===== config.mk =====
export PLATFORM = sky130hd
export DESIGN_NAME = notification_attribute_tlv_parser
export DESIGN_NICKNAME = d
export VERILOG_FILES = /design/src/rtl/natp_pkg.sv /design/src/rtl/natp_front.sv /design/src/rtl/natp_queue.sv /design/src/rtl/natp_back.sv /design/src/rtl/notification_attribute_tlv_parser.sv
export VERILOG_INCLUDE_DIRS = /design/src /design/src/rtl
export SDC_FILE = /design/constraint.sdc
export NUM_CORES = 1
export LEC_CHECK = 0
export ABC_AREA = 1
export BUFFER_PORTS_ARGS = -buffer_cell sky130_fd_sc_hd__buf_2
export CAP_MARGIN = 10
export CORE_ASPECT_RATIO = 2
export CORE_MARGIN = 3
export CORE_UTILIZATION = 40
export CTS_CLUSTER_DIAMETER = 30
export DETAILED_ROUTE_END_ITERATION = 7
export GPL_TIMING_DRIVEN = 0
export SKIP_CTS_REPAIR_TIMING = 1
export SLEW_MARGIN = 20
export SYNTH_ARGS = -nofsm -noshare
export SYNTH_HDL_FRONTEND = slang
export SYNTH_SLANG_ARGS = --single-unit
export TNS_END_PERCENT = 50

===== constraint.sdc =====
create_clock -name clk -period 14.6 [get_ports clk]
set_input_delay 2.92 -clock clk [delete_from_list [all_inputs] [get_ports clk]]
set_output_delay 2.92 -clock clk [all_outputs]
set_load 0.02 [all_outputs]

===== src/rtl/notification_attribute_tlv_parser_assert.svh =====
// ----------------------------------------------------------------------------
// Assertion macros for the notification attribute TLV parser
// Clocked property wrappers used at the end of the top level.
// ----------------------------------------------------------------------------
`ifndef NOTIFICATION_ATTRIBUTE_TLV_PARSER_ASSERT_SVH
`define NOTIFICATION_ATTRIBUTE_TLV_PARSER_ASSERT_SVH

// same-cycle implication, ignored while in reset
`define NATP_ASSERT_NOW(lbl, ante, cons) \
  lbl: assert property (@(posedge clk) disable iff (!rst_n) (ante) |-> (cons)) \
    else $error("natp assertion failed");

// next-cycle implication, checked through reset as well
`define NATP_ASSERT_NEXT(lbl, ante, cons) \
  lbl: assert property (@(posedge clk) (ante) |=> (cons)) \
    else $error("natp assertion failed");

`endif


===== src/rtl/natp_pkg.sv =====
// ----------------------------------------------------------------------------
// natp_pkg
// Shared types, constants and helpers of the notification attribute parser.
// ----------------------------------------------------------------------------
`default_nettype none

package natp_pkg;

  localparam int CAP_W   = 11;
  localparam int POS_W   = 10;
  localparam int CFG_IDX_W = 2;

  localparam logic [CAP_W-1:0] CAP_MAX          = 11'd1024;
  localparam logic [CAP_W-1:0] CAP_APP_ID_RST   = 11'd32;
  localparam logic [CAP_W-1:0] CAP_TITLE_RST    = 11'd64;
  localparam logic [CAP_W-1:0] CAP_SUBTITLE_RST = 11'd64;
  localparam logic [CAP_W-1:0] CAP_MESSAGE_RST  = 11'd256;

  localparam int QUEUE_DEPTH = 4;
  localparam int QPTR_W      = $clog2(QUEUE_DEPTH);
  localparam int QCNT_W      = $clog2(QUEUE_DEPTH + 1);

  typedef enum logic [CFG_IDX_W-1:0] {
    CFG_APP_ID   = 2'd0,
    CFG_TITLE    = 2'd1,
    CFG_SUBTITLE = 2'd2,
    CFG_MESSAGE  = 2'd3
  } cfg_idx_t;

  typedef enum logic [1:0] {
    KIND_CHAR   = 2'd0,
    KIND_TERM   = 2'd1,
    KIND_ACCEPT = 2'd2,
    KIND_REJECT = 2'd3
  } kind_t;

  // everything one input byte produces: up to char, terminator, status
  typedef struct packed {
    logic              data_v;
    logic              term_v;
    logic              stat_v;
    logic              stat_acc;
    logic [1:0]        slot;
    logic [POS_W-1:0]  data_pos;
    logic [7:0]        data_char;
    logic [POS_W-1:0]  term_pos;
    logic [31:0]       uid;
  } natp_bundle_t;

  // queue handshake between front and back
  typedef struct packed {
    logic full;
    logic empty;
  } natp_qstat_t;

  function automatic logic [CAP_W-1:0] eff_cap(input logic [CAP_W-1:0] cap);
    eff_cap = (cap > CAP_MAX) ? CAP_MAX : cap;
  endfunction

endpackage

`default_nettype wire


===== src/rtl/natp_front.sv =====
// ----------------------------------------------------------------------------
// natp_front
// Byte parser: command, uid, record headers and data; builds result bundles.
// ----------------------------------------------------------------------------
`default_nettype none

module natp_front import natp_pkg::*; (
  input  wire logic                 clk,
  input  wire logic                 rst_n,
  input  wire logic                 cfg_we,
  input  wire logic [CFG_IDX_W-1:0] cfg_index,
  input  wire logic [CAP_W-1:0]     cfg_data,
  input  wire logic                 in_push,
  input  wire logic [7:0]           in_byte_value,
  input  wire logic                 in_packet_end,
  input  wire logic                 q_full,
  output      logic                 q_push,
  output      natp_bundle_t         q_bundle
);

  typedef enum logic [4:0] {
    PH_CMD  = 5'b00001,
    PH_UID  = 5'b00010,
    PH_HDR  = 5'b00100,
    PH_DATA = 5'b01000,
    PH_SKIP = 5'b10000
  } phase_t;

  logic [CAP_W-1:0] cap_r [4];

  phase_t      phase_r,  phase_nxt;
  logic [1:0]  hcnt_r,   hcnt_nxt;
  logic [31:0] uid_r,    uid_nxt;
  logic [7:0]  rid_r,    rid_nxt;
  logic [15:0] len_r,    len_nxt;
  logic [15:0] didx_r,   didx_nxt;
  logic [1:0]  hbs_r,    hbs_nxt;
  logic        rej_r,    rej_nxt;

  logic             accept;
  logic [CAP_W-1:0] cap_c;
  logic [CAP_W-1:0] cap_m1;
  logic [15:0]      term_len;
  logic [POS_W-1:0] kept;
  logic [15:0]      didx_inc;

  assign accept   = in_push && !q_full;
  assign cap_c    = (rid_r > 8'd3) ? '0 : eff_cap(cap_r[rid_r[1:0]]);
  assign cap_m1   = cap_c - 1'b1;
  assign didx_inc = didx_r + 16'd1;

  always_ff @(posedge clk) begin
    if (!rst_n) begin
      cap_r[CFG_APP_ID]   <= CAP_APP_ID_RST;
      cap_r[CFG_TITLE]    <= CAP_TITLE_RST;
      cap_r[CFG_SUBTITLE] <= CAP_SUBTITLE_RST;
      cap_r[CFG_MESSAGE]  <= CAP_MESSAGE_RST;
    end else if (cfg_we) begin
      cap_r[cfg_index] <= cfg_data;
    end
  end

  always_comb begin
    phase_nxt = phase_r;
    hcnt_nxt  = hcnt_r;
    uid_nxt   = uid_r;
    rid_nxt   = rid_r;
    len_nxt   = len_r;
    didx_nxt  = didx_r;
    hbs_nxt   = hbs_r;
    rej_nxt   = rej_r;
    q_bundle  = '0;
    term_len  = len_r;
    q_bundle.slot      = rid_r[1:0];
    q_bundle.data_pos  = didx_r[POS_W-1:0];
    q_bundle.data_char = in_byte_value;
    if (accept) begin
      unique case (phase_r)
        PH_CMD: begin
          if (in_byte_value != 8'd0) begin
            rej_nxt   = 1'b1;
            phase_nxt = PH_SKIP;
          end else begin
            phase_nxt = PH_UID;
            hcnt_nxt  = '0;
            uid_nxt   = '0;
          end
        end
        PH_UID: begin
          unique case (hcnt_r)
            2'd0: uid_nxt = uid_r | {24'd0, in_byte_value};
            2'd1: uid_nxt = uid_r | {16'd0, in_byte_value, 8'd0};
            2'd2: uid_nxt = uid_r | {8'd0, in_byte_value, 16'd0};
            default: uid_nxt = uid_r | {in_byte_value, 24'd0};
          endcase
          if (hcnt_r == 2'd3) begin
            phase_nxt = PH_HDR;
            hbs_nxt   = '0;
          end else begin
            hcnt_nxt = hcnt_r + 2'd1;
          end
        end
        PH_HDR: begin
          unique case (hbs_r)
            2'd0: begin
              rid_nxt = in_byte_value;
              hbs_nxt = 2'd1;
            end
            2'd1: begin
              len_nxt = {8'd0, in_byte_value};
              hbs_nxt = 2'd2;
            end
            default: begin
              len_nxt  = {in_byte_value, len_r[7:0]};
              hbs_nxt  = '0;
              didx_nxt = '0;
              term_len = len_nxt;
              if (len_nxt == 16'd0) begin
                q_bundle.term_v = (cap_c != '0);
              end else begin
                phase_nxt = PH_DATA;
              end
            end
          endcase
        end
        PH_DATA: begin
          q_bundle.data_v = (cap_c != '0) && (didx_r < {5'd0, cap_m1});
          didx_nxt = didx_inc;
          if (didx_inc >= len_r) begin
            q_bundle.term_v = (cap_c != '0);
            phase_nxt = PH_HDR;
            hbs_nxt   = '0;
          end
        end
        default: begin
        end
      endcase

      if (in_packet_end) begin
        q_bundle.stat_v   = 1'b1;
        q_bundle.stat_acc = !rej_nxt && (phase_nxt == PH_HDR);
        q_bundle.uid      = q_bundle.stat_acc ? uid_nxt : '0;
        phase_nxt = PH_CMD;
        hcnt_nxt  = '0;
        uid_nxt   = '0;
        rid_nxt   = '0;
        len_nxt   = '0;
        didx_nxt  = '0;
        hbs_nxt   = '0;
        rej_nxt   = 1'b0;
      end
    end
    kept = (term_len < {5'd0, cap_m1}) ? term_len[POS_W-1:0] : cap_m1[POS_W-1:0];
    q_bundle.term_pos = kept;
  end

  assign q_push = accept && (q_bundle.data_v || q_bundle.term_v || q_bundle.stat_v);

  always_ff @(posedge clk) begin
    if (!rst_n) begin
      phase_r <= PH_CMD;
      hcnt_r  <= '0;
      uid_r   <= '0;
      rid_r   <= '0;
      len_r   <= '0;
      didx_r  <= '0;
      hbs_r   <= '0;
      rej_r   <= 1'b0;
    end else begin
      phase_r <= phase_nxt;
      hcnt_r  <= hcnt_nxt;
      uid_r   <= uid_nxt;
      rid_r   <= rid_nxt;
      len_r   <= len_nxt;
      didx_r  <= didx_nxt;
      hbs_r   <= hbs_nxt;
      rej_r   <= rej_nxt;
    end
  end

endmodule

`default_nettype wire


===== src/rtl/natp_queue.sv =====
// ----------------------------------------------------------------------------
// natp_queue
// Short FIFO of result bundles between parser and result sequencer.
// ----------------------------------------------------------------------------
`default_nettype none

module natp_queue import natp_pkg::*; (
  input  wire logic         clk,
  input  wire logic         rst_n,
  input  wire logic         push,
  input  wire natp_bundle_t wr_bundle,
  input  wire logic         pop,
  output      natp_bundle_t rd_bundle,
  output      natp_qstat_t  qstat
);

  natp_bundle_t      mem_r [QUEUE_DEPTH];
  logic [QPTR_W-1:0] wr_ptr_r, wr_ptr_nxt;
  logic [QPTR_W-1:0] rd_ptr_r, rd_ptr_nxt;
  logic [QCNT_W-1:0] cnt_r,    cnt_nxt;
  logic              do_push, do_pop;

  assign qstat.full  = (cnt_r == QCNT_W'(QUEUE_DEPTH));
  assign qstat.empty = (cnt_r == '0);
  assign do_push     = push && !qstat.full;
  assign do_pop      = pop && !qstat.empty;
  assign rd_bundle   = mem_r[rd_ptr_r];

  always_comb begin
    wr_ptr_nxt = do_push ? wr_ptr_r + 1'b1 : wr_ptr_r;
    rd_ptr_nxt = do_pop  ? rd_ptr_r + 1'b1 : rd_ptr_r;
    cnt_nxt    = cnt_r + QCNT_W'(do_push) - QCNT_W'(do_pop);
  end

  always_ff @(posedge clk) begin
    if (do_push) begin
      mem_r[wr_ptr_r] <= wr_bundle;
    end
  end

  always_ff @(posedge clk) begin
    if (!rst_n) begin
      wr_ptr_r <= '0;
      rd_ptr_r <= '0;
      cnt_r    <= '0;
    end else begin
      wr_ptr_r <= wr_ptr_nxt;
      rd_ptr_r <= rd_ptr_nxt;
      cnt_r    <= cnt_nxt;
    end
  end

endmodule

`default_nettype wire


===== src/rtl/natp_back.sv =====
// ----------------------------------------------------------------------------
// natp_back
// Result sequencer: unpacks one bundle into up to three results in order.
// ----------------------------------------------------------------------------
`default_nettype none

module natp_back import natp_pkg::*; (
  input  wire logic             clk,
  input  wire logic             rst_n,
  input  wire logic             q_empty,
  input  wire natp_bundle_t     rd_bundle,
  output      logic             q_pop,
  input  wire logic             out_pop,
  output      logic             out_empty,
  output      logic [1:0]       out_kind,
  output      logic [1:0]       out_slot,
  output      logic [POS_W-1:0] out_position,
  output      logic [7:0]       out_char_value,
  output      logic [31:0]      out_uid,
  output      logic             out_last_of_run
);

  // pending order: char, terminator, status
  logic [2:0]   pend_r, pend_nxt;
  natp_bundle_t bun_r;
  logic [2:0]   sel;
  logic         taken;

  assign out_empty       = (pend_r == '0);
  assign taken           = out_pop && !out_empty;
  assign out_last_of_run = ($countones(pend_r) == 1);
  assign q_pop           = !q_empty && (out_empty || (taken && out_last_of_run));

  always_comb begin
    sel            = 3'b000;
    out_kind       = KIND_CHAR;
    out_slot       = '0;
    out_position   = '0;
    out_char_value = '0;
    out_uid        = '0;
    priority if (pend_r[2]) begin
      sel            = 3'b100;
      out_slot       = bun_r.slot;
      out_position   = bun_r.data_pos;
      out_char_value = bun_r.data_char;
    end else if (pend_r[1]) begin
      sel          = 3'b010;
      out_kind     = KIND_TERM;
      out_slot     = bun_r.slot;
      out_position = bun_r.term_pos;
    end else if (pend_r[0]) begin
      sel      = 3'b001;
      out_kind = bun_r.stat_acc ? KIND_ACCEPT : KIND_REJECT;
      out_uid  = bun_r.uid;
    end
  end

  always_comb begin
    pend_nxt = pend_r;
    if (q_pop) begin
      pend_nxt = {rd_bundle.data_v, rd_bundle.term_v, rd_bundle.stat_v};
    end else if (taken) begin
      pend_nxt = pend_r & ~sel;
    end
  end

  always_ff @(posedge clk) begin
    if (q_pop) begin
      bun_r <= rd_bundle;
    end
  end

  always_ff @(posedge clk) begin
    if (!rst_n) begin
      pend_r <= '0;
    end else begin
      pend_r <= pend_nxt;
    end
  end

endmodule

`default_nettype wire


===== src/rtl/notification_attribute_tlv_parser.sv =====
// ----------------------------------------------------------------------------
// notification_attribute_tlv_parser
// Notification-attributes response parser: bytes in, string/status results out.
// ----------------------------------------------------------------------------
// Usage:
//   Input queue: drive in_byte_value / in_packet_end with in_push; a
//   transaction completes on a clock edge with in_push high and in_full low.
//   Result queue: while out_empty is low the oldest result sits on the out_
//   ports; a transaction completes on an edge with out_pop high.
//   Configuration: cfg_we writes cfg_data into capacity register cfg_index
//   (0 app id, 1 title, 2 subtitle, 3 message); write only while idle.
// Timing:
//   One byte per cycle while in_full is low. A byte's results are queued as
//   one bundle on the accepting edge and loaded into the result register
//   once the result port is free. Two or three results from one byte hold the
//   result port in turn; the four-entry bundle queue absorbs that.
// Reset (rst_n low, synchronous): parser returns to "command byte expected",
//   queue and result register empty, capacities 32/64/64/256.
// Back-pressure: with out_pop low, in_full rises once four bundles wait
//   behind the one on the result ports; no transaction is lost.
// ----------------------------------------------------------------------------
`default_nettype none

module notification_attribute_tlv_parser import natp_pkg::*; (
  input  wire logic                 clk,
  input  wire logic                 rst_n,
  input  wire logic                 cfg_we,
  input  wire logic [CFG_IDX_W-1:0] cfg_index,
  input  wire logic [CAP_W-1:0]     cfg_data,
  input  wire logic                 in_push,
  output      logic                 in_full,
  input  wire logic [7:0]           in_byte_value,
  input  wire logic                 in_packet_end,
  input  wire logic                 out_pop,
  output      logic                 out_empty,
  output      logic [1:0]           out_kind,
  output      logic [1:0]           out_slot,
  output      logic [POS_W-1:0]     out_position,
  output      logic [7:0]           out_char_value,
  output      logic [31:0]          out_uid,
  output      logic                 out_last_of_run
);

  natp_qstat_t  qstat;
  natp_bundle_t wr_bundle;
  natp_bundle_t rd_bundle;
  logic         q_push;
  logic         q_pop;

  assign in_full = qstat.full;

  // front: parse bytes, one bundle per result-producing byte
  natp_front u_front (
    .clk           (clk),
    .rst_n         (rst_n),
    .cfg_we        (cfg_we),
    .cfg_index     (cfg_index),
    .cfg_data      (cfg_data),
    .in_push       (in_push),
    .in_byte_value (in_byte_value),
    .in_packet_end (in_packet_end),
    .q_full        (qstat.full),
    .q_push        (q_push),
    .q_bundle      (wr_bundle)
  );

  natp_queue u_queue (
    .clk       (clk),
    .rst_n     (rst_n),
    .push      (q_push),
    .wr_bundle (wr_bundle),
    .pop       (q_pop),
    .rd_bundle (rd_bundle),
    .qstat     (qstat)
  );

  // back: serialize bundles onto the result queue interface
  natp_back u_back (
    .clk             (clk),
    .rst_n           (rst_n),
    .q_empty         (qstat.empty),
    .rd_bundle       (rd_bundle),
    .q_pop           (q_pop),
    .out_pop         (out_pop),
    .out_empty       (out_empty),
    .out_kind        (out_kind),
    .out_slot        (out_slot),
    .out_position    (out_position),
    .out_char_value  (out_char_value),
    .out_uid         (out_uid),
    .out_last_of_run (out_last_of_run)
  );

`include "notification_attribute_tlv_parser_assert.svh"

  // status is always the final result of its byte
  `NATP_ASSERT_NOW(a_status_last,
    !out_empty && (out_kind == KIND_ACCEPT || out_kind == KIND_REJECT),
    out_last_of_run)
  // string results never carry a uid
  `NATP_ASSERT_NOW(a_string_no_uid,
    !out_empty && (out_kind == KIND_CHAR || out_kind == KIND_TERM),
    out_uid == '0)
  // bundle queue never pushed while full
  `NATP_ASSERT_NOW(a_no_overflow, qstat.full, !q_push)
  // reset empties the result side
  `NATP_ASSERT_NEXT(a_reset_empty, !rst_n, out_empty)

endmodule

`default_nettype wire

==> results of run 1 <==
==> worst max-delay path by stage <==
stage	depth (start not counted)	slack [ns]	end
floorplan	11	7.30	u_queue.mem_r[0][0]
global placement	12	3.55	u_queue.mem_r[3][60]
detailed placement	14	7.91	u_queue.mem_r[1][56]
CTS	14	8.55	u_queue.mem_r[1][56]
global route	14	8.26	u_queue.mem_r[1][56]
finish	14	8.54	u_queue.mem_r[1][56]
==> kinds of logic (layout without fill, tap and decap cells) <==
logic type / Yosys count / in the layout / share of synthesized area [%]
and+or+nand+nor: 758 / 758 / 15.0
buffers and inverters: 294 / 496 / 5.56
adders and majority gates: 53 / 53 / 3.32
DFF: 467 / 467 / 64.0
xor gates and xnor gates: 20 / 20 / 0.858
AOI/OAI and AO/OA: 408 / 408 / 11.3
==> power by group through the flow <==
stage          registers, W  logic, W  clock network (W)
2_1_floorplan       0.00176  0.000662                  0
3_3_place_gp        0.00180   0.00103                  0
3_5_place_dp        0.00177   0.00109                  0
4_1_cts             0.00174   0.00109            0.00149
5_1_grt             0.00176   0.00119            0.00154
6_report            0.00174   0.00108            0.00147
==> Yosys cell counts, types with 3 or more instances <==
cell      number  area (um^2)
a211oi_1      23          173
a21oi_1      120          601
buf_1          6         22.5
buf_2          7         35.0
clkbuf_1      78          293
dfxtp_1       96         1920
edfxtp_1     371        11100
ha_1          51          638
inv_1        194          728
inv_2          3         11.3
nand2_1      324         1220
nand2_2        3         18.8
nand3_1       80          400
nand4_1        9         56.3
nor2_1       314         1180
nor3_1        12         60.1
nor3b_1        3         22.5
nor4_1         4         25.0
o211ai_1       9         67.6
o21ai_0      146          731
o21ai_1        6         30.0
o21ai_2        7         61.3
o21bai_1      24          180
o22ai_1       65          407
o31ai_1        3         22.5
xnor2_1        7         61.3
xor2_1        13          114
==> cells in the final DEF (no fill, tap or decap), types with 11 or more instances in the layout <==
cell type  netlist  layout
edfxtp_1       371     371
nand2_1        324     323
nor2_1         314     310
inv_1          194     194
o21ai_0        146     146
a21oi_1        120     120
dfxtp_1         96      96
buf_2            7      89
clkbuf_1        78      85
nand3_1         80      80
o22ai_1         65      65
clkbuf_16        0      57
ha_1            51      51
o21bai_1        24      24
a211oi_1        23      23
xor2_1          13      13
nor3_1          12      11
inv_6            0      11
==> stage by stage <==
stage | hold slack, ns | power (W) | util (%) | instance area, um^2
global route | 0.478 | 0.00448 | 47.9 | 24000
global placement | 0.448 | 0.00283 | 43.1 | 21600
floorplan | 0.436 | 0.00242 | - | 20400
CTS | 0.462 | 0.00433 | 47.9 | 24000
finish | 0.462 | 0.00429 | 47.9 | 24000
detailed placement | 0.453 | 0.00286 | 43.9 | 22000
==> state kept, by name, summed over array words and instances, names as in the netlist, named ones only <==
name              count
u_back.bun_r         63
u_back.pend_r         3
u_front.cap_r        44
u_front.didx_r       16
u_front.hbs_r         2
u_front.hcnt_r        2
u_front.len_r        16
u_front.phase_r       5
u_front.rej_r         1
u_front.rid_r         8
u_front.uid_r        32
u_queue.cnt_r         3
u_queue.mem_r       264
u_queue.rd_ptr_r      2
u_queue.wr_ptr_r      2
==> critical path: stages <==
cell     delay, ns
buf_2         0.17
nor4_1        0.67
nand2_1       0.26
nor3_1        0.40
nand2_1       0.10
nand2_1       0.08
nand3_1       0.16
nand2_1       0.12
inv_1         0.05
nand2_2       0.13
nand2_2       0.17
nor2_4        0.62
buf_12        0.27
buf_16        0.19
==> routing by layer <==
metal | share of wire [%] | track usage (%) | routed length [um] | up-vias
met2 | 56 | 39.5 | 31400 | 470
met5 | 0 | 0 | 0 | -
li1 | - | - | - | 7166
met1 | 33 | 19.6 | 18700 | 7153
met3 | 4.3 | 2.10 | 2390 | 154
met4 | 6.7 | 12.7 | 3750 | 0
==> layout make-up <==
| cell class | instances | area, um^2 | share of cell area, % |
|---|---|---|---|
| timing repair buffer | 96 | 758 | 3.15 |
| inverter | 199 | 747 | 3.11 |
| sequential | 467 | 13100 | 54.4 |
| clock inverter | 41 | 533 | 2.22 |
| buffer | 95 | 388 | 1.61 |
| multi-input combinational | 1239 | 6270 | 26.1 |
| clock buffer | 65 | 1470 | 6.10 |
| tap | 649 | 812 | 3.38 |
==> impl_metrics.yaml, run 1 <==
drt:
  drt_drc_violations_left: 0
  wl_per_cell_um: 19.7
  drt_wl_total_mm: 56.2
  vias: 14943
  ant_nets: 0
  via_per_inst: 5.24
  first_pass_iters: 8
  drtIter0Drc: 1077
worst_setup_path:
  cp.required_ns: 14.90
  worstSetupStartpointType: "primary input"
  startpoint: "in_byte_value[5]"
  path_class: "in -> reg"
  rrSetupSlack_ns: 9.17
  reg2reg_to: "u_queue.mem_r[1][56]"
  crit_fanout: 21
  cp.arrival_ns: 6.37
  reg2reg_depth: 25
  end_kind: "flop"
floorplanning:
  rows: 116
  core_area_um2: 50200
  pin_count: 84
  die_w_um: 166
  die_h_um: 326
  die_area_um2: 54000
  initial_core_util_pct: 40.7
power:
  p_sw_share_pct: 33.8
  leakage_nw: 9.11
  power_frac_seq_pct: 40.7
  worst_ir_drop_vdd_uv: 119
  power.density_nw_per_um2: 179
  clkPwrFrac_pct: 34.2
  p_comb_share_pct: 25.2
  p_int_w: 0.00284
  net-switching-power_w: 0.00145
global_routing:
  grt_remaining_overflow: 0
  grt_start_max_net_pins: 48
  grt_pass1_vias: 15015
  antenna_found_initial: 0
  track_usage_pct: 20.1
  grt_pass1_wl_mm: 84.6
sta:
  tightestPinTransition_ns: 0.987
  setup_violations: 0
  finalHoldViolCount: 0
  fmax_ghz: 0.165
  grt_setup_unrepaired: "false"
  slew_headroom_pct: 33.6
  setup_slack_ns: 8.54
  finalClockSkew_ns: 0.0369
  report.final.slew_viol_count: 0
  fin_tns_setup_ns: 0
  period_minus_slack_ns: 6.06
  finalCritPeriodShare_pct: 41.5
cells_and_area:
  n_fill_cell: 4681
  final_nets: 2234
  area_growth_pct: 17.7
  final_layout_size_suffix_gt1_share_pct: 10.5
  layout.cells.non_filler: 2851
  diodes: 0
logic_synthesis:
  yosysWarnings: 0
  synth_cell_type_count: 42
  postSynth.asyncResetShare_pct: 0
  ys_seq_area_share_pct: 64.0
  synth_area_um2: 20400
  synth_edf_count: 371
  syn_area_per_cell_um2: 10.2
  syn_inst: 2000
  syn-num-nets: 2080
  ys.flop_type: "edfxtp_1"
  synth_seq_cells: 467
worst_hold_path:
  min_to: "u_front.uid_r[31]"
  hold_depth: 2
  hp-class: "reg -> reg"
  min_from: "u_front.uid_r[31]"
cts:
  clock-sinks: 467
  clockBufferDepth: 3
  tritoncts: "built"
  htreeDepth: 2
  clock_latency_ns: 0.61
  clkTransAtPathRegs_ns: 0.06
  cts_buffers: 56
  cts_root_buf: "clkbuf_16"
placed_design:
  dp_slack_ns: 7.91
  hpwl_mm: 41.2
  gp_congestion: 0.955
  dpl.cell_count: 2745
  port_buffers: 82
job:
  drv_cap: 0
outcome:
  outcome: "finished clean"
Note: power is estimated with default switching activity, not from simulation.
==> run 2, diff against run 1 <==
Clock period 14.6 ns to 5.2 ns, I/O delays scaled along.
==> run 2 against run 1 <==
First-iteration DRC count down 8.7%. Wire length grew 0.63%. Worst hold slack hardly changed. Critical path depth rose by 12.
==> impl_metrics.yaml, run 2 (synthesis results as in run 1) <==
cts:
  htreeDepth: 2
  cts_root_buf: "clkbuf_16"
  tritoncts: "built"
  clkTransAtPathRegs_ns: 0.06
  cts_buffers: 56
  clock-sinks: 467
  clockBufferDepth: 3
  clock_latency_ns: 0.61
outcome:
  outcome: "finished clean"
worst_setup_path:
  rrSetupSlack_ns: 0.37
  worstSetupStartpointType: "flop"
  path_class: "reg -> reg"
  cp.arrival_ns: 5.13
  cp.required_ns: 5.50
  end_kind: "flop"
  reg2reg_depth: 26
  crit_fanout: 18
  reg2reg_to: "u_queue.mem_r[2][0]"
drt:
  via_per_inst: 5.25
  drtIter0Drc: 983
  vias: 15059
  drt_drc_violations_left: 0
  wl_per_cell_um: 19.7
  first_pass_iters: 5
  drt_wl_total_mm: 56.6
  ant_nets: 0
worst_hold_path:
  min_from: "u_front.uid_r[31]"
  hold_depth: 2
  hp-class: "reg -> reg"
  min_to: "u_front.uid_r[31]"
cells_and_area:
  largest_register_ffs: 264
  final_layout_size_suffix_gt1_share_pct: 11.8
  final_nets: 2251
  n_fill_cell: 4657
  fin_area_um2: 24200
  reg_top3: "u_queue.mem_r: 264 flops, u_back.bun_r: 63 flops, u_front.cap_r: 44 flops"
  top_register: "u_queue.mem_r"
  diodes: 0
  final_cell_mix: "371 x edfxtp_1, 323 x nand2_1, 310 x nor2_1"
  area_growth_pct: 18.5
  layout_commonest_cell: "edfxtp_1"
  post-route-util_pct: 48.2
placed_design:
  placed_area_um2: 22000
  hpwl_mm: 41.2
  port_buffers: 82
  gp_congestion: 0.955
  dp_slack_ns: -0.244
floorplanning:
  initial_core_util_pct: 40.7
  pin_count: 84
  die_h_um: 326
  core_area_um2: 50200
  rows: 116
  die_area_um2: 54000
  die_w_um: 166
sta:
  report.final.slew_viol_count: 0
  tightestPinTransition_ns: 0.981
  finalClockSkew_ns: 0.0372
  slew_headroom_pct: 34.0
  period_minus_slack_ns: 4.83
  setup_violations: 0
  fmax_ghz: 0.207
  finalCritPeriodShare_pct: 92.9
  setup_slack_ns: 0.371
  finalHoldViolCount: 0
global_routing:
  grt_start_max_net_pins: 48
  grt_pass1_wl_mm: 84.6
  grt_remaining_overflow: 0
  track_usage_pct: 20.1
  antenna_found_initial: 0
  grt_pass1_vias: 15015
power:
  finalPower_w: 0.0121
  worst_ir_drop_vdd_uv: 333
  leakage_nw: 9.21
  power.density_nw_per_um2: 499
job:
  drv_cap: 0
==> run 2: cell count changes in the layout (fill, tap and decap cells not counted), sizes merged <==
cell | previous run | this run
buf | 113 | 129
nor2 | 316 | 317
==> run 2: layer usage <==
layer  GRT usage (%)  routed length, um  vias to the layer above
met4            12.7               3800                        0
li1                -                  -                     7206
met5               0                  0                        -
met2            39.5              31500                      471
met1            19.6              19000                     7226
met3            2.10               2300                      156
==> run 2: area by class of cell <==
cell class	instances	area [um^2]	share of cell area (%)
Clock inverter	41	533	2.20
Timing Repair Buffer	112	878	3.63
Clock buffer	65	1470	6.06
Tap cell	649	812	3.36
Inverter	199	747	3.09
Multi-Input combinational cell	1240	6300	26.0
Sequential cell	467	13100	54.0
Buffer	95	389	1.61
==> run 2: through the flow <==
| stage | hold WS, ns | TNS, ns | cells |
|---|---|---|---|
| floorplan | 0.436 | -247.42 | 2000 |
| global placement | 0.448 | -1176.54 | 2731 |
| detailed placement | 0.453 | -16.68 | 2745 |
| CTS | 0.462 | -16.70 | 2851 |
| global route | 0.478 | -0.0167 | 2868 |
| finish | 0.462 | 0 | 2868 |
==> run 2: worst max-delay path: stages, from the launching register on <==
cell and delay (ns):
dfxtp_1 0.36, clkbuf_2 0.27, nand3_1 0.13, nand2_1 0.17
nand2_1 0.09, nor2_1 0.15, nand3_2 0.12, nand2_4 0.15
nand2_1 0.08, ha_1 0.29, nand3_1 0.16, xor2_2 0.24
ha_1 0.29, nand2_1 0.07, nor2_1 0.05, a211oi_1 0.19
nand2_1 0.13, nand3b_1 0.10, nand3_1 0.08, nand2_1 0.10
nand2_1 0.17, nand2_2 0.18, nand2_2 0.20, nor2_4 0.24
buf_16 0.17, buf_16 0.17, buf_16 0.18
==> run 2: worst max path at each step <==
stage                                  from                    to  depth (start not counted)
after detailed placement               flop  u_queue.mem_r[1][59]                         25
after CTS                              flop  u_queue.mem_r[1][56]                         25
after global routing      u_front.didx_r[2]      u_queue.cnt_r[2]                         29
final                                  flop   u_queue.mem_r[2][0]                         26
after global placement                 flop  u_queue.mem_r[3][60]                         23
after floorplan           u_front.didx_r[2]   u_queue.mem_r[0][0]                         24
==> run 2: power breakdown <==
group          total (W)  internal [W]  switching [W]
sequential       0.00490       0.00473       0.000172
combinational    0.00305      0.000819        0.00223
clock            0.00412       0.00244        0.00168
total             0.0121       0.00799        0.00408
==> run 3, diff against run 2 <==
Settings changed: SYNTH_HIERARCHICAL set to 1.
==> run 3 against run 2 <==
Core utilization up 0.27 points. First-iteration DRC count up 1.5%. Global-route usage up 0.13 points. Cell count up 2.4%. Wire length up 2.6%. Sequential cell count unchanged. Count of clock-buffer cells in the layout up 11. Cell area up 6.2%. Highest routed layer unchanged. Worst hold slack better by 0.0020 ns. Combinational power up 3%.
==> impl_metrics.yaml, run 3 <==
global_routing:
  track_usage_pct: 20.2
  grt_pass1_vias: 15810
  grt_start_max_net_pins: 47
  antenna_found_initial: 0
  grt_remaining_overflow: 0
  grt_pass1_wl_mm: 87.9
sta:
  fmax_ghz: 0.208
  grt_setup_unrepaired: "false"
  hold_ws_ns: 0.464
  report.final.slew_viol_count: 0
  finalHoldViolCount: 0
  slew_headroom_pct: 33.3
  period_minus_slack_ns: 4.81
  finalClockSkew_ns: 0.0320
  fin_tns_setup_ns: 0
  tightestPinTransition_ns: 1.00
  finalCritPeriodShare_pct: 92.5
  setup_violations: 0
  setup_slack_ns: 0.389
power:
  worst_ir_drop_vdd_uv: 433
  leakage_nw: 9.90
  finalPower_w: 0.0127
  power.density_nw_per_um2: 496
cells_and_area:
  layout.cells.non_filler: 2938
  largest_register_ffs: 264
  top_register: "u_queue/mem_r"
  final_layout_size_suffix_gt1_share_pct: 19.7
  layout_commonest_cell: "edfxtp_1"
  diodes: 0
  final_cell_mix: "371 x edfxtp_1, 295 x nand2_1, 265 x nor2_1"
  final_nets: 2298
  reg_top3: "u_queue/mem_r: 264 flops, u_back/bun_r: 63 flops, u_front/cap_r: 44 flops"
  area_growth_pct: 19.1
placed_design:
  port_buffers: 83
  dpl.cell_count: 2805
  gp_congestion: 0.936
  dp_slack_ns: -0.446
  hpwl_mm: 41.4
worst_setup_path:
  reg2reg_depth: 29
  crit_fanout: 10
  cp.required_ns: 5.68
  cpMostUsedCell: "nand2_1"
  cp.arrival_ns: 5.30
  path_class: "reg -> reg"
  crit_slowest_cell: "fa_1"
  worstSetupStartpointType: "flop"
  max_stage_delay_ns: 0.40
  end_kind: "flop"
  rrSetupSlack_ns: 0.39
  reg2reg_to: "u_queue/cnt_r[2]"
job:
  drv_cap: 0
floorplanning:
  die_h_um: 334
  core_area_um2: 53000
  die_area_um2: 56900
  die_w_um: 170
  pin_count: 84
  initial_core_util_pct: 40.7
  rows: 119
cts:
  clockBufferDepth: 3
  cts_root_buf: "clkbuf_16"
  tritoncts: "built"
  cts_buffers: 67
  clkTransAtPathRegs_ns: 0.06
  htreeDepth: 3
  clock-sinks: 467
  clock_latency_ns: 0.60
drt:
  first_pass_iters: 5
  drt_drc_violations_left: 0
  drt_wl_total_mm: 58.1
  wl_per_cell_um: 19.8
  ant_nets: 0
  via_per_inst: 5.23
  vias: 15358
  drtIter0Drc: 998
logic_synthesis:
  ys_seq_area_share_pct: 60.6
  synth_seq_cells: 467
  synth_cell_type_count: 52
  synth_area_um2: 21600
  synth_top_area_share_pct: 51.7
  yosysWarnings: 6
  postSynth.asyncResetShare_pct: 0
  synth_edf_count: 371
  synthTopCellsByCount: "371 x edfxtp_1, 302 x nand2_1, 273 x nor2_1"
  synth.area.top_cells: "edfxtp_1 52%, dfxtp_1 8.9%, nand2_1 5.3%, nor2_1 4.8%, inv_1 3.6%"
  syn_area_per_cell_um2: 10.6
  syn_inst: 2044
  ys.flop_type: "edfxtp_1"
  yosys.area.top_type: "edfxtp_1"
  yosysMostFrequentCell: "edfxtp_1"
  syn-num-nets: 2124
worst_hold_path:
  min_to: "u_front/uid_r[24]"
  min_from: "u_front/uid_r[24]"
  hold_depth: 2
  hp-class: "reg -> reg"
outcome:
  outcome: "finished clean"
-- run 3: changes by cell type after synthesis, sizes merged, moves of 17 or more --
cell | before | now
a21oi | 120 | 97
buf | 17 | 60
inv | 197 | 214
clkbuf | 78 | 54
-- run 3: per-layer routing --
metal / up-vias / track usage, % / wire (um)
met3: 158 / 3.11 / 2430
met4: 0 / 11.7 / 3060
li1: 7359 / - / -
met2: 455 / 38.1 / 31600
met1: 7386 / 20.8 / 21000
met5: - / 0 / 0
-- run 3: worst max path at each step --
stage / start / endpoint / slack, ns
CTS: u_front/didx_r[2] / u_queue/mem_r[2][27] / -0.48
floorplan: u_front/didx_r[2] / u_queue/mem_r[0][0] / -1.09
global placement: u_front/didx_r[2] / u_queue/mem_r[3][28] / -4.85
global route: u_front/didx_r[2] / u_queue/cnt_r[2] / 0.007
detailed placement: u_front/didx_r[2] / u_queue/mem_r[2][27] / -0.45
finish: flop / u_queue/cnt_r[2] / 0.39
-- run 3: where the power goes --
part / internal, W / total, W / switching (W) / leakage (nW)
combinational: 0.000943 / 0.00314 / 0.00220 / 4.50
clock: 0.00296 / 0.00474 / 0.00178 / 1.17
sequential: 0.00469 / 0.00487 / 0.000176 / 4.23
total: 0.00859 / 0.0127 / 0.00415 / 9.90
-- run 3: cell type report --
cell class | count | area (um^2)
multi-input cells | 1248 | 7110
well taps | 665 | 832
flip-flops and latches | 467 | 13100
repair buffers | 105 | 781
inverters | 215 | 817
fillers | 4743 | 27300
clock inverters | 48 | 611
clock buffers | 76 | 1760
plain buffers | 114 | 701
-- run 3: cell families (layout without fill, tap and decap cells) --
logic type	after synthesis	after routing	synth area share [%]
compound gates	394	394	11.7
flops	467	467	60.6
simple gates	784	784	16.9
fa+ha+maj	53	53	3.14
buf+inv	329	558	7.01
xor+xnor	17	17	0.690
-- run 3: critical path: cells and delay by family, from the launching register on --
| family | cells | cell delay [ns] |
|---|---|---|
| AND/OR/NAND/NOR | 16 | 1.72 |
| buffers and inverters | 4 | 0.49 |
| flip-flops | 1 | 0.36 |
| XOR/XNOR | 1 | 0.26 |
| adder cells (fa/ha/maj) | 5 | 1.34 |
| AO/OA/AOI/OAI | 3 | 0.54 |
-- run 3: through the flow --
stage | utilization (%) | area [um^2]
5_1_grt | 48.5 | 25700
6_report | 48.5 | 25700
3_5_place_dp | 43.7 | 23100
2_1_floorplan | - | 21600
3_3_place_gp | 43.0 | 22800
4_1_cts | 48.1 | 25500
